[config.mk]
export PLATFORM = sky130hd
export DESIGN_NAME = image_moment_accumulator
export DESIGN_NICKNAME = d
export VERILOG_FILES = /design/src/design/imac_pkg.sv /design/src/design/imac_fifo.sv /design/src/design/imac_front.sv /design/src/design/imac_div.sv /design/src/design/imac_back.sv /design/src/design/image_moment_accumulator.sv
export SDC_FILE = /design/constraint.sdc
export NUM_CORES = 2
export LEC_CHECK = 0
export ABC_AREA = 1
export BUFFER_PORTS_ARGS = -buffer_cell sky130_fd_sc_hd__buf_2
export CAP_MARGIN = 20
export CORE_MARGIN = 1
export CORE_UTILIZATION = 47
export DETAILED_ROUTE_END_ITERATION = 8
export SLEW_MARGIN = 40
export SYNTH_ARGS = -nofsm -noshare
export SYNTH_HDL_FRONTEND = slang
export SYNTH_SLANG_ARGS = --single-unit
[constraint.sdc]
create_clock -name clk -period 8.8 [get_ports clk]
set_input_delay 0.88 -clock clk [delete_from_list [all_inputs] [get_ports clk]]
set_output_delay 0.88 -clock clk [all_outputs]
set_load 0.02 [all_outputs]
[src/design/imac_pkg.sv]
// Shared constants, types and helper functions of the image moment accumulator.
package imac_pkg;

  localparam int MAX_DIM        = 1024;
  localparam int MAX_ORDER      = 3;
  localparam int MEAN_FRAC_BITS = 8;

  // Fixed field widths
  localparam int GREY_W    = 8;
  localparam int MOMENT_W  = 64;
  localparam int STATUS_W  = 2;
  localparam int CFG_ORD_W = 2;
  localparam int CFG_DIM_W = 11;
  localparam int APB_DW    = 32;
  localparam int APB_AW    = 5;
  localparam int REG_IDX_W = 3;

  localparam logic [CFG_DIM_W-1:0] DIM_RESET = CFG_DIM_W'(1024);

  // Derived widths
  localparam int COORD_W  = $clog2(MAX_DIM);
  localparam int DIM_W    = $clog2(MAX_DIM + 1);
  localparam int ORD_W    = $clog2(MAX_ORDER + 1);
  localparam int MEAN_W   = COORD_W + MEAN_FRAC_BITS;
  localparam int FAC_W    = MEAN_W;
  localparam int SUM_G_W  = 2 * COORD_W + GREY_W;
  localparam int SUM_RC_W = 3 * COORD_W + GREY_W;
  localparam int DIVD_W   = SUM_RC_W + MEAN_FRAC_BITS;
  localparam int DIV_CNT_W = $clog2(DIVD_W + 1);

  // Wide product held as 32-bit limbs
  localparam int LIMB_W     = 32;
  localparam int PROD_W     = FAC_W * 2 * MAX_ORDER + GREY_W;
  localparam int LIMBS_RAW  = (PROD_W + LIMB_W - 1) / LIMB_W;
  localparam int LIMBS      = (LIMBS_RAW < 2) ? 2 : LIMBS_RAW;
  localparam int LIMB_IDX_W = $clog2(LIMBS);
  localparam int PROD_BITS  = LIMBS * LIMB_W;
  localparam int SH_W       = $clog2(MEAN_FRAC_BITS * 2 * MAX_ORDER + 2);

  localparam int FIFO_DEPTH = 4;
  localparam int FIFO_PTR_W = $clog2(FIFO_DEPTH);
  localparam int FIFO_CNT_W = $clog2(FIFO_DEPTH + 1);

  // Register indexes
  localparam logic [REG_IDX_W-1:0] REG_MODE      = 3'd0;
  localparam logic [REG_IDX_W-1:0] REG_ORDER_ROW = 3'd1;
  localparam logic [REG_IDX_W-1:0] REG_ORDER_COL = 3'd2;
  localparam logic [REG_IDX_W-1:0] REG_WIDTH     = 3'd3;
  localparam logic [REG_IDX_W-1:0] REG_HEIGHT    = 3'd4;

  // Result status codes
  localparam logic [STATUS_W-1:0] ST_OK    = 2'd0;
  localparam logic [STATUS_W-1:0] ST_EMPTY = 2'd1;
  localparam logic [STATUS_W-1:0] ST_SAT   = 2'd2;

  localparam logic signed [MOMENT_W-1:0] MOM_MAX = {1'b0, {(MOMENT_W-1){1'b1}}};
  localparam logic signed [MOMENT_W-1:0] MOM_MIN = {1'b1, {(MOMENT_W-1){1'b0}}};

  typedef struct packed {
    logic [GREY_W-1:0]  grey;
    logic [COORD_W-1:0] row;
    logic [COORD_W-1:0] col;
    logic               last;
  } pix_item_t;

  typedef enum logic [2:0] {
    BK_IDLE,
    BK_MUL,
    BK_SCALE,
    BK_ACC,
    BK_FEND,
    BK_DIV_ROW,
    BK_DIV_COL,
    BK_EMIT
  } bk_state_t;

  function automatic logic [DIM_W-1:0] eff_dim(input logic [CFG_DIM_W-1:0] v);
    logic [31:0] v32;
    v32 = 32'(v);
    if (v32 == 32'd0 || v32 > 32'(MAX_DIM)) begin
      return DIM_W'(MAX_DIM);
    end
    return DIM_W'(v32);
  endfunction

  function automatic logic [ORD_W-1:0] eff_order(input logic [CFG_ORD_W-1:0] v);
    if (32'(v) > 32'(MAX_ORDER)) begin
      return ORD_W'(MAX_ORDER);
    end
    return ORD_W'(v);
  endfunction

endpackage

[src/design/imac_fifo.sv]
// Short item queue between the pixel front end and the moment engine.
module imac_fifo import imac_pkg::*; (
  input  logic      clk,
  input  logic      rst_n,
  input  logic      clr,
  input  logic      push,
  input  pix_item_t push_item,
  output logic      full,
  input  logic      pop,
  output pix_item_t pop_item,
  output logic      empty
);

  pix_item_t               mem_r [FIFO_DEPTH];
  logic [FIFO_PTR_W-1:0]   wr_ptr_r;
  logic [FIFO_PTR_W-1:0]   rd_ptr_r;
  logic [FIFO_CNT_W-1:0]   count_r;

  assign full     = (count_r == FIFO_CNT_W'(FIFO_DEPTH));
  assign empty    = (count_r == '0);
  assign pop_item = mem_r[rd_ptr_r];

  always_ff @(posedge clk) begin
    if (push) begin
      mem_r[wr_ptr_r] <= push_item;
    end
  end

  always_ff @(posedge clk) begin
    if (!rst_n || clr) begin
      wr_ptr_r <= '0;
      rd_ptr_r <= '0;
      count_r  <= '0;
    end else begin
      if (push) begin
        wr_ptr_r <= wr_ptr_r + 1'b1;
      end
      if (pop) begin
        rd_ptr_r <= rd_ptr_r + 1'b1;
      end
      if (push && !pop) begin
        count_r <= count_r + 1'b1;
      end else if (pop && !push) begin
        count_r <= count_r - 1'b1;
      end
    end
  end

endmodule

[src/design/imac_front.sv]
// Pixel front end: takes pixels, tracks raster position and marks the pass end.
module imac_front import imac_pkg::*; (
  input  logic                 clk,
  input  logic                 rst_n,
  input  logic                 clr,
  input  logic                 in_valid,
  output logic                 in_ready,
  input  logic [GREY_W-1:0]    in_grey,
  input  logic [CFG_DIM_W-1:0] image_width,
  input  logic [CFG_DIM_W-1:0] image_height,
  input  logic                 q_full,
  output logic                 q_push,
  output pix_item_t            q_item
);

  logic [COORD_W-1:0] col_r;
  logic [COORD_W-1:0] row_r;
  logic               col_last;
  logic               row_last;

  assign col_last = ((DIM_W'(col_r) + 1'b1) == eff_dim(image_width));
  assign row_last = ((DIM_W'(row_r) + 1'b1) == eff_dim(image_height));

  assign in_ready = !q_full;
  assign q_push   = in_valid && !q_full;

  assign q_item.grey = in_grey;
  assign q_item.row  = row_r;
  assign q_item.col  = col_r;
  assign q_item.last = col_last && row_last;

  always_ff @(posedge clk) begin
    if (!rst_n || clr) begin
      col_r <= '0;
      row_r <= '0;
    end else if (q_push) begin
      if (col_last) begin
        col_r <= '0;
        row_r <= row_last ? '0 : row_r + 1'b1;
      end else begin
        col_r <= col_r + 1'b1;
      end
    end
  end

endmodule

[src/design/imac_div.sv]
// Restoring divider, one quotient bit per cycle, for the fixed-point means.
module imac_div import imac_pkg::*; (
  input  logic                clk,
  input  logic                rst_n,
  input  logic                start,
  input  logic [DIVD_W-1:0]   dividend,
  input  logic [SUM_G_W-1:0]  divisor,
  output logic                done,
  output logic [MEAN_W-1:0]   quotient
);

  logic [SUM_G_W-1:0]   rem_r;
  logic [DIVD_W-1:0]    quo_r;
  logic [SUM_G_W-1:0]   div_r;
  logic [DIV_CNT_W-1:0] cnt_r;
  logic                 busy_r;
  logic                 done_r;
  logic [SUM_G_W:0]     rem_sh;
  logic                 ge;

  assign rem_sh   = {rem_r, quo_r[DIVD_W-1]};
  assign ge       = (rem_sh >= {1'b0, div_r});
  assign done     = done_r;
  assign quotient = quo_r[MEAN_W-1:0];

  always_ff @(posedge clk) begin
    if (start) begin
      rem_r <= '0;
      quo_r <= dividend;
      div_r <= divisor;
      cnt_r <= '0;
    end else if (busy_r) begin
      rem_r <= ge ? SUM_G_W'(rem_sh - {1'b0, div_r}) : SUM_G_W'(rem_sh);
      quo_r <= {quo_r[DIVD_W-2:0], ge};
      cnt_r <= cnt_r + 1'b1;
    end
  end

  always_ff @(posedge clk) begin
    if (!rst_n) begin
      busy_r <= 1'b0;
      done_r <= 1'b0;
    end else begin
      done_r <= 1'b0;
      if (start) begin
        busy_r <= 1'b1;
      end else if (busy_r && cnt_r == DIV_CNT_W'(DIVD_W - 1)) begin
        busy_r <= 1'b0;
        done_r <= 1'b1;
      end
    end
  end

endmodule

[src/design/imac_back.sv]
// Moment engine: term products, saturating accumulation, means and result register.
module imac_back import imac_pkg::*; (
  input  logic                        clk,
  input  logic                        rst_n,
  input  logic                        clr,
  input  logic                        mode,
  input  logic [CFG_ORD_W-1:0]        order_row,
  input  logic [CFG_ORD_W-1:0]        order_col,
  input  logic                        q_empty,
  input  pix_item_t                   q_item,
  output logic                        q_pop,
  output logic                        out_valid,
  input  logic                        out_ready,
  output logic signed [MOMENT_W-1:0]  out_moment,
  output logic [STATUS_W-1:0]         out_status,
  output logic                        out_first_pass_done
);

  bk_state_t state_r, state_nxt;

  logic                        second_pass_r;
  logic signed [MOMENT_W-1:0]  acc_r;
  logic                        sat_r;
  logic [SUM_G_W-1:0]          sum_grey_r;
  logic [SUM_RC_W-1:0]         sum_row_r;
  logic [SUM_RC_W-1:0]         sum_col_r;
  logic [MEAN_W-1:0]           mean_row_r;
  logic [MEAN_W-1:0]           mean_col_r;

  logic [LIMB_W-1:0]           prod_r [LIMBS];
  logic [LIMB_IDX_W-1:0]       limb_r;
  logic [FAC_W-1:0]            carry_r;
  logic [FAC_W-1:0]            a_mag_r;
  logic [FAC_W-1:0]            b_mag_r;
  logic                        neg_r;
  logic [ORD_W-1:0]            a_left_r;
  logic [ORD_W-1:0]            b_left_r;
  logic [ORD_W:0]              ord_sum_r;
  logic                        last_r;
  logic signed [MOMENT_W-1:0]  term_r;

  logic                        out_valid_r;
  logic signed [MOMENT_W-1:0]  out_moment_r;
  logic [STATUS_W-1:0]         out_status_r;
  logic                        out_fpd_r;

  logic                        div_start;
  logic                        div_sel_col;
  logic                        div_done;
  logic [MEAN_W-1:0]           div_quo;
  logic [DIVD_W-1:0]           div_dividend;
  logic                        emit_load;

  logic [ORD_W-1:0]            p_eff;
  logic [ORD_W-1:0]            q_eff;
  logic [ORD_W:0]              pq_sum;
  logic                        kind_first;
  logic [FAC_W:0]              dev_row;
  logic [FAC_W:0]              dev_col;
  logic [GREY_W+COORD_W-1:0]   grey_row;
  logic [GREY_W+COORD_W-1:0]   grey_col;
  logic [FAC_W-1:0]            factor;
  logic [LIMB_W+FAC_W-1:0]     mac;
  logic                        limb_last;
  logic                        mul_last;
  logic [PROD_BITS-1:0]        prod_flat;
  logic [PROD_BITS-1:0]        prod_shift;
  logic [SH_W-1:0]             shamt;
  logic [MOMENT_W-1:0]         mag;
  logic [MOMENT_W:0]           acc_sum;

  assign p_eff      = eff_order(order_row);
  assign q_eff      = eff_order(order_col);
  assign pq_sum     = (ORD_W+1)'(p_eff) + (ORD_W+1)'(q_eff);
  assign kind_first = mode && !second_pass_r;

  assign dev_row  = ((FAC_W+1)'(q_item.row) << MEAN_FRAC_BITS) - (FAC_W+1)'(mean_row_r);
  assign dev_col  = ((FAC_W+1)'(q_item.col) << MEAN_FRAC_BITS) - (FAC_W+1)'(mean_col_r);
  assign grey_row = (GREY_W+COORD_W)'(q_item.grey) * (GREY_W+COORD_W)'(q_item.row);
  assign grey_col = (GREY_W+COORD_W)'(q_item.grey) * (GREY_W+COORD_W)'(q_item.col);

  // One limb times one factor per cycle
  assign factor    = (a_left_r != '0) ? a_mag_r : b_mag_r;
  assign mac       = (LIMB_W+FAC_W)'(prod_r[limb_r]) * (LIMB_W+FAC_W)'(factor)
                     + (LIMB_W+FAC_W)'(carry_r);
  assign limb_last = (limb_r == LIMB_IDX_W'(LIMBS - 1));
  assign mul_last  = limb_last &&
                     (((ORD_W+1)'(a_left_r) + (ORD_W+1)'(b_left_r)) == (ORD_W+1)'(1));

  always_comb begin
    for (int i = 0; i < LIMBS; i++) begin
      prod_flat[i*LIMB_W +: LIMB_W] = prod_r[i];
    end
  end

  assign shamt      = SH_W'(ord_sum_r) * SH_W'(MEAN_FRAC_BITS);
  assign prod_shift = prod_flat >> shamt;
  assign mag        = (|prod_shift[PROD_BITS-1:MOMENT_W-1]) ? MOM_MAX
                                                             : prod_shift[MOMENT_W-1:0];
  assign acc_sum    = {acc_r[MOMENT_W-1], acc_r} + {term_r[MOMENT_W-1], term_r};

  assign div_dividend = div_sel_col ? (DIVD_W'(sum_col_r) << MEAN_FRAC_BITS)
                                    : (DIVD_W'(sum_row_r) << MEAN_FRAC_BITS);

  imac_div u_div (
    .clk      (clk),
    .rst_n    (rst_n),
    .start    (div_start),
    .dividend (div_dividend),
    .divisor  (sum_grey_r),
    .done     (div_done),
    .quotient (div_quo)
  );

  // Next state
  always_comb begin
    state_nxt = state_r;
    if (clr) begin
      state_nxt = BK_IDLE;
    end else begin
      unique case (state_r)
        BK_IDLE: begin
          if (!q_empty) begin
            if (kind_first) begin
              state_nxt = q_item.last ? BK_FEND : BK_IDLE;
            end else begin
              state_nxt = (pq_sum == '0) ? BK_SCALE : BK_MUL;
            end
          end
        end
        BK_MUL: begin
          if (mul_last) begin
            state_nxt = BK_SCALE;
          end
        end
        BK_SCALE:   state_nxt = BK_ACC;
        BK_ACC:     state_nxt = last_r ? BK_EMIT : BK_IDLE;
        BK_FEND:    state_nxt = (sum_grey_r == '0) ? BK_EMIT : BK_DIV_ROW;
        BK_DIV_ROW: begin
          if (div_done) begin
            state_nxt = BK_DIV_COL;
          end
        end
        BK_DIV_COL: begin
          if (div_done) begin
            state_nxt = BK_EMIT;
          end
        end
        BK_EMIT: begin
          if (!out_valid_r) begin
            state_nxt = BK_IDLE;
          end
        end
      endcase
    end
  end

  // Control outputs
  always_comb begin
    q_pop       = 1'b0;
    div_start   = 1'b0;
    div_sel_col = 1'b0;
    emit_load   = 1'b0;
    if (!clr) begin
      unique case (state_r)
        BK_IDLE:    q_pop = !q_empty;
        BK_FEND:    div_start = (sum_grey_r != '0);
        BK_DIV_ROW: begin
          div_start   = div_done;
          div_sel_col = 1'b1;
        end
        BK_EMIT:    emit_load = !out_valid_r;
        BK_MUL, BK_SCALE, BK_ACC, BK_DIV_COL: begin
        end
      endcase
    end
  end

  always_ff @(posedge clk) begin
    if (!rst_n) begin
      state_r       <= BK_IDLE;
      second_pass_r <= 1'b0;
      acc_r         <= '0;
      sat_r         <= 1'b0;
      sum_grey_r    <= '0;
      sum_row_r     <= '0;
      sum_col_r     <= '0;
      mean_row_r    <= '0;
      mean_col_r    <= '0;
      out_valid_r   <= 1'b0;
    end else begin
      state_r <= state_nxt;
      if (out_valid_r && out_ready) begin
        out_valid_r <= 1'b0;
      end
      if (clr) begin
        second_pass_r <= 1'b0;
        acc_r         <= '0;
        sat_r         <= 1'b0;
        sum_grey_r    <= '0;
        sum_row_r     <= '0;
        sum_col_r     <= '0;
        mean_row_r    <= '0;
        mean_col_r    <= '0;
      end else begin
        unique case (state_r)
          BK_IDLE: begin
            if (q_pop) begin
              last_r <= q_item.last;
              if (kind_first) begin
                sum_grey_r <= sum_grey_r + SUM_G_W'(q_item.grey);
                sum_row_r  <= sum_row_r + SUM_RC_W'(grey_row);
                sum_col_r  <= sum_col_r + SUM_RC_W'(grey_col);
              end else begin
                if (mode) begin
                  a_mag_r   <= dev_row[FAC_W] ? FAC_W'(-dev_row) : FAC_W'(dev_row);
                  b_mag_r   <= dev_col[FAC_W] ? FAC_W'(-dev_col) : FAC_W'(dev_col);
                  neg_r     <= (dev_row[FAC_W] && p_eff[0]) != (dev_col[FAC_W] && q_eff[0]);
                  ord_sum_r <= pq_sum;
                end else begin
                  // raw coordinates are integers: no fraction bits to drop
                  a_mag_r   <= FAC_W'(q_item.row);
                  b_mag_r   <= FAC_W'(q_item.col);
                  neg_r     <= 1'b0;
                  ord_sum_r <= '0;
                end
                for (int i = 0; i < LIMBS; i++) begin
                  prod_r[i] <= (i == 0) ? LIMB_W'(q_item.grey) : '0;
                end
                a_left_r  <= p_eff;
                b_left_r  <= q_eff;
                limb_r    <= '0;
                carry_r   <= '0;
              end
            end
          end
          BK_MUL: begin
            prod_r[limb_r] <= mac[LIMB_W-1:0];
            if (limb_last) begin
              limb_r  <= '0;
              carry_r <= '0;
              if (a_left_r != '0) begin
                a_left_r <= a_left_r - 1'b1;
              end else begin
                b_left_r <= b_left_r - 1'b1;
              end
            end else begin
              limb_r  <= limb_r + 1'b1;
              carry_r <= mac[LIMB_W+FAC_W-1:LIMB_W];
            end
          end
          BK_SCALE: begin
            term_r <= neg_r ? -$signed(mag) : $signed(mag);
            if (|prod_shift[PROD_BITS-1:MOMENT_W-1]) begin
              sat_r <= 1'b1;
            end
          end
          BK_ACC: begin
            if (acc_sum[MOMENT_W] != acc_sum[MOMENT_W-1]) begin
              acc_r <= term_r[MOMENT_W-1] ? MOM_MIN : MOM_MAX;
              sat_r <= 1'b1;
            end else begin
              acc_r <= $signed(acc_sum[MOMENT_W-1:0]);
            end
          end
          BK_FEND: begin
          end
          BK_DIV_ROW: begin
            if (div_done) begin
              mean_row_r <= div_quo;
            end
          end
          BK_DIV_COL: begin
            if (div_done) begin
              mean_col_r <= div_quo;
            end
          end
          BK_EMIT: begin
            if (emit_load) begin
              out_valid_r <= 1'b1;
              acc_r       <= '0;
              sat_r       <= 1'b0;
              if (kind_first) begin
                out_fpd_r <= 1'b1;
                if (sum_grey_r == '0) begin
                  out_moment_r <= '0;
                  out_status_r <= ST_EMPTY;
                end else begin
                  out_moment_r  <= $signed(MOMENT_W'(sum_grey_r));
                  out_status_r  <= ST_OK;
                  second_pass_r <= 1'b1;
                end
                sum_grey_r <= '0;
                sum_row_r  <= '0;
                sum_col_r  <= '0;
              end else begin
                out_fpd_r     <= 1'b0;
                out_moment_r  <= acc_r;
                out_status_r  <= sat_r ? ST_SAT : ST_OK;
                second_pass_r <= 1'b0;
              end
            end
          end
        endcase
      end
    end
  end

  assign out_valid           = out_valid_r;
  assign out_moment          = out_moment_r;
  assign out_status          = out_status_r;
  assign out_first_pass_done = out_fpd_r;

endmodule

[src/design/image_moment_accumulator.sv]
// Top level of the image moment accumulator: register file, front end, queue, engine.
//
// Usage:
//   Grey pixels stream in raster order on in_valid/in_ready/in_grey; each item
//   gets its row and column from counters sized by image_width/image_height.
//   A result item (out_moment, out_status, out_first_pass_done) leaves on
//   out_valid/out_ready after the last pixel of every pass. In raw mode a pass
//   is one image; in central mode the image is streamed twice, the first pass
//   ending with m00 and first_pass_done set.
//   Engine work: a raw or second-pass pixel is multiplied one 32x18 limb
//   product per cycle over four limbs per power, then scaled and accumulated,
//   before the engine takes the next pixel; a first-pass pixel only adds to the
//   sums. The end of a first pass runs the shared bit-serial divider to form
//   both means. A four-item queue keeps taking pixels while the engine works
//   and while a finished result waits in the output register; when the
//   receiver stalls, the engine holds at the result, then the queue fills and
//   in_ready drops. Reset (rst_n, synchronous) and every write to a known
//   register clear the counters, sums, means and accumulator. Write registers
//   only while the block is idle.
module image_moment_accumulator import imac_pkg::*; (
  input  logic                        clk,
  input  logic                        rst_n,
  // pixel input
  input  logic                        in_valid,
  output logic                        in_ready,
  input  logic [GREY_W-1:0]           in_grey,
  // result output
  output logic                        out_valid,
  input  logic                        out_ready,
  output logic signed [MOMENT_W-1:0]  out_moment,
  output logic [STATUS_W-1:0]         out_status,
  output logic                        out_first_pass_done,
  // register port
  input  logic                        psel,
  input  logic                        penable,
  input  logic                        pwrite,
  input  logic [APB_AW-1:0]           paddr,
  input  logic [APB_DW-1:0]           pwdata,
  output logic [APB_DW-1:0]           prdata,
  output logic                        pready
);

  logic                  mode_r;
  logic [CFG_ORD_W-1:0]  order_row_r;
  logic [CFG_ORD_W-1:0]  order_col_r;
  logic [CFG_DIM_W-1:0]  width_r;
  logic [CFG_DIM_W-1:0]  height_r;

  logic                  wr_en;
  logic [REG_IDX_W-1:0]  reg_idx;
  logic                  clr;

  pix_item_t             push_item;
  pix_item_t             pop_item;
  logic                  q_push;
  logic                  q_pop;
  logic                  q_full;
  logic                  q_empty;

  // Register writes land on the access cycle; any known register restarts the image
  assign pready  = 1'b1;
  assign wr_en   = psel && penable && pwrite;
  assign reg_idx = paddr[APB_AW-1:2];
  assign clr     = wr_en && (reg_idx <= REG_HEIGHT);

  always_ff @(posedge clk) begin
    if (!rst_n) begin
      mode_r      <= 1'b0;
      order_row_r <= '0;
      order_col_r <= '0;
      width_r     <= DIM_RESET;
      height_r    <= DIM_RESET;
    end else if (wr_en) begin
      unique case (reg_idx)
        REG_MODE:      mode_r      <= pwdata[0];
        REG_ORDER_ROW: order_row_r <= pwdata[CFG_ORD_W-1:0];
        REG_ORDER_COL: order_col_r <= pwdata[CFG_ORD_W-1:0];
        REG_WIDTH:     width_r     <= pwdata[CFG_DIM_W-1:0];
        REG_HEIGHT:    height_r    <= pwdata[CFG_DIM_W-1:0];
        default: begin
        end
      endcase
    end
  end

  // Read back the register file
  always_comb begin
    unique case (reg_idx)
      REG_MODE:      prdata = APB_DW'(mode_r);
      REG_ORDER_ROW: prdata = APB_DW'(order_row_r);
      REG_ORDER_COL: prdata = APB_DW'(order_col_r);
      REG_WIDTH:     prdata = APB_DW'(width_r);
      REG_HEIGHT:    prdata = APB_DW'(height_r);
      default:       prdata = '0;
    endcase
  end

  imac_front u_front (
    .clk          (clk),
    .rst_n        (rst_n),
    .clr          (clr),
    .in_valid     (in_valid),
    .in_ready     (in_ready),
    .in_grey      (in_grey),
    .image_width  (width_r),
    .image_height (height_r),
    .q_full       (q_full),
    .q_push       (q_push),
    .q_item       (push_item)
  );

  imac_fifo u_fifo (
    .clk       (clk),
    .rst_n     (rst_n),
    .clr       (clr),
    .push      (q_push),
    .push_item (push_item),
    .full      (q_full),
    .pop       (q_pop),
    .pop_item  (pop_item),
    .empty     (q_empty)
  );

  imac_back u_back (
    .clk                 (clk),
    .rst_n               (rst_n),
    .clr                 (clr),
    .mode                (mode_r),
    .order_row           (order_row_r),
    .order_col           (order_col_r),
    .q_empty             (q_empty),
    .q_item              (pop_item),
    .q_pop               (q_pop),
    .out_valid           (out_valid),
    .out_ready           (out_ready),
    .out_moment          (out_moment),
    .out_status          (out_status),
    .out_first_pass_done (out_first_pass_done)
  );

endmodule
==> results.py <==
metrics = {
    "detailed_routing": {
        "drcViolationCount": 0,
        "first_pass_iters": 8,
        "wl_per_cell_um": 20.71,
        "via_count": 64838,
        "drt-total-wl_um": 245500,
        "ant_nets": 0,
        "detail_route.iter0.violations": 5952,
        "vias_per_cell": 5.469,
    },
    "yosys": {
        "synthTopCellsByArea": "edfxtp_1 (21%), fa_1 (17%), nand2_1 (11%)",
        "yosys_most_used_dff": "edfxtp_1",
        "ys_async_sr_fraction_pct": 0,
        "avgSynthCellArea_um2": 7.622,
        "synth_top_area_cell": "edfxtp_1",
        "synth_top_area_share_pct": 21.03,
        "synth_area_um2": 73390,
        "ys_types": 60,
        "synth_cells": 9629,
        "ys_seq_area_share_pct": 29.32,
        "ys_ff_latch": 818,
        "yosysWarnings": 0,
        "synth_edf_count": 514,
    },
    "timing": {
        "fmax_mhz": 120.1,
        "worstMarginPinSlew_ps": 945.3,
        "rsz0062_at_grt": "no",
        "slew_violations": 0,
        "finalCriticalPeriod_ps": 8328,
        "setup_tns_ps": 0,
        "finalHoldViolCount": 0,
        "period_share_pct": 94.64,
        "setup_violations": 0,
        "fin_worst_skew_ps": 85.40,
        "slew_headroom_pct": 36.32,
    },
    "clock_tree": {
        "clk-insertion-delay-late_ps": 760,
        "cts_hold_buf": 0,
        "cts_buffers": 92,
        "clkTransAtPathRegs_ps": 60,
        "cts_tree": "built",
        "post_cts_buffers": 0,
        "clk_path_buf_depth": 3,
        "cts_resized": 0,
        "htreeDepth": 3,
        "cts-root-buf": "clkbuf_16",
        "cts.sinks": 818,
    },
    "critical_path": {
        "arrival_ps": 8750,
        "crit_cells": 30,
        "crit_path_end_kind": "register",
        "endpoint": "u_back.carry_r[13]",
        "cp_num_buf_inv": 10,
        "cp_max_fo": 34,
        "rr_endpoint": "u_back.carry_r[13]",
        "rr_worst_depth": 30,
        "rrSetupSlack_ps": 470,
        "path_delay_family": "adder cells",
        "crit_required_ps": 9220,
        "slowest_stage": "fa_1",
        "cp-start-kind": "register",
        "cp_slowest_stage_delay_ps": 600,
        "worst-setup-path-type": "register to register",
    },
    "placement": {
        "port_buffers": 108,
        "hpwl_um": 193100,
        "finalWeightedCongestion": 0.9845,
    },
    "min_path": {
        "hold_path_class": "primary input to register",
        "holdCritStartpoint": "in_grey[3]",
    },
    "global_route": {
        "grt_pass1_wl_um": 376400,
        "grt_overflow": 0,
        "grt_usage_pct": 31.11,
        "grt_max_degree": 157,
        "antenna_found_initial": 2,
        "grt_pass1_vias": 63153,
    },
    "flow_run": {
        "drv_cap": 0,
    },
    "final_layout": {
        "num-fill-cells": 15192,
        "mostFrequentLayoutCell": "nand2_1",
        "drive_gt1_share_pct": 6.219,
        "finalNetCount": 10782,
        "layout_common_cells": "nand2_1 (2138), inv_1 (1581), nor2_1 (1112)",
        "area_growth_pct": 9.403,
    },
    "die": {
        "start_util_pct": 47.47,
        "coreArea_um2": 154600,
        "die-area_um2": 157700,
        "die_h_um": 397.2,
        "io_pins": 154,
        "die_w_um": 397.2,
        "row_count": 144,
    },
    "status": {
        "status": "finished, final reports clean",
    },
}
## how the worst min path moves through the flow
stage / endpoint / depth (start not counted)
3_3_place_gp: u_back.sum_row_r[36] / 1
3_5_place_dp: u_back.sum_row_r[36] / 1
2_1_floorplan: u_back.sum_row_r[36] / 1
4_1_cts: u_fifo.mem_r[0][24] / 1
6_report: u_fifo.mem_r[0][24] / 1
5_1_grt: u_fifo.mem_r[0][24] / 1
## sequential cells by signal (all words and copies together) (netlist names), 28 cells and up, named ones only
register / flops
u_back.acc_r: 64
u_back.out_moment: 64
u_back.prod_r: 128
u_back.sum_col_r: 38
u_back.sum_grey_r: 28
u_back.sum_row_r: 38
u_back.term_r: 64
u_back.u_div.div_r: 28
u_back.u_div.quo_r: 46
u_back.u_div.rem_r: 28
u_fifo.mem_r: 116
## area by class of cell
cell class	instances	area (µm²)	share of cell area, %
Clock buffer	110	2420	3.014
Multi-Input combinational cell	6835	44390	55.29
Inverter	1623	6097	7.594
Antenna cell	3	7.507	0.009350
Sequential cell	818	21520	26.81
Clock inverter	63	837.1	1.043
Timing Repair Buffer	359	2457	3.061
Tap cell	2044	2557	3.185
## cell usage after synthesis, types with 59 or more instances
library cell     n
nand2_1       2142
inv_1         1589
nor2_1        1124
fa_1           630
o21ai_0        593
a21oi_1        586
nand3_1        520
edfxtp_1       514
ha_1           371
dfxtp_1        304
clkbuf_1       269
xor2_1         129
nor3_1         117
xnor2_1        101
nand4_1         84
o211ai_1        59
## cell families after synthesis
logic type	after synthesis	synth area share, %
buffers and inverters	1996	10.52
adder cells (fa/ha/maj)	1001	23.51
AND/OR/NAND/NOR	4111	22.95
flip-flops	818	29.32
multiplexers	4	0.05456
other	2	0.01023
XOR/XNOR	230	2.745
AO/OA/AOI/OAI	1467	10.88
## metal layers
metal / vias to the layer above / global-route usage, % / wire, µm
met5: - / 0 / 0
met1: 31152 / 42.59 / 106300
met2: 2395 / 48.72 / 108800
li1: 30868 / - / -
met3: 423 / 5.640 / 19880
met4: 0 / 12.35 / 10500
## stage by stage
| step | utilization, % | instances | hold WS [ps] | instance area [µm²] | worst slack (ps) |
|---|---|---|---|---|---|
| 6_report | 51.94 | 11855 | 326.9 | 80290 | 471.8 |
| 3_5_place_dp | 49.81 | 11678 | 445.4 | 77010 | 589.4 |
| 4_1_cts | 51.92 | 11851 | 267.1 | 80260 | 538.5 |
| 2_1_floorplan | - | 9649 | 422.4 | 73460 | 1755 |
| 3_3_place_gp | 49.78 | 11676 | 436.4 | 76960 | 687.2 |
| 5_1_grt | 51.93 | 11852 | 301.1 | 80280 | 85.61 |
Power is left out: the tool's default activity adds up to more than one toggle a clock period on the data nets, which glitch-free logic cannot reach.
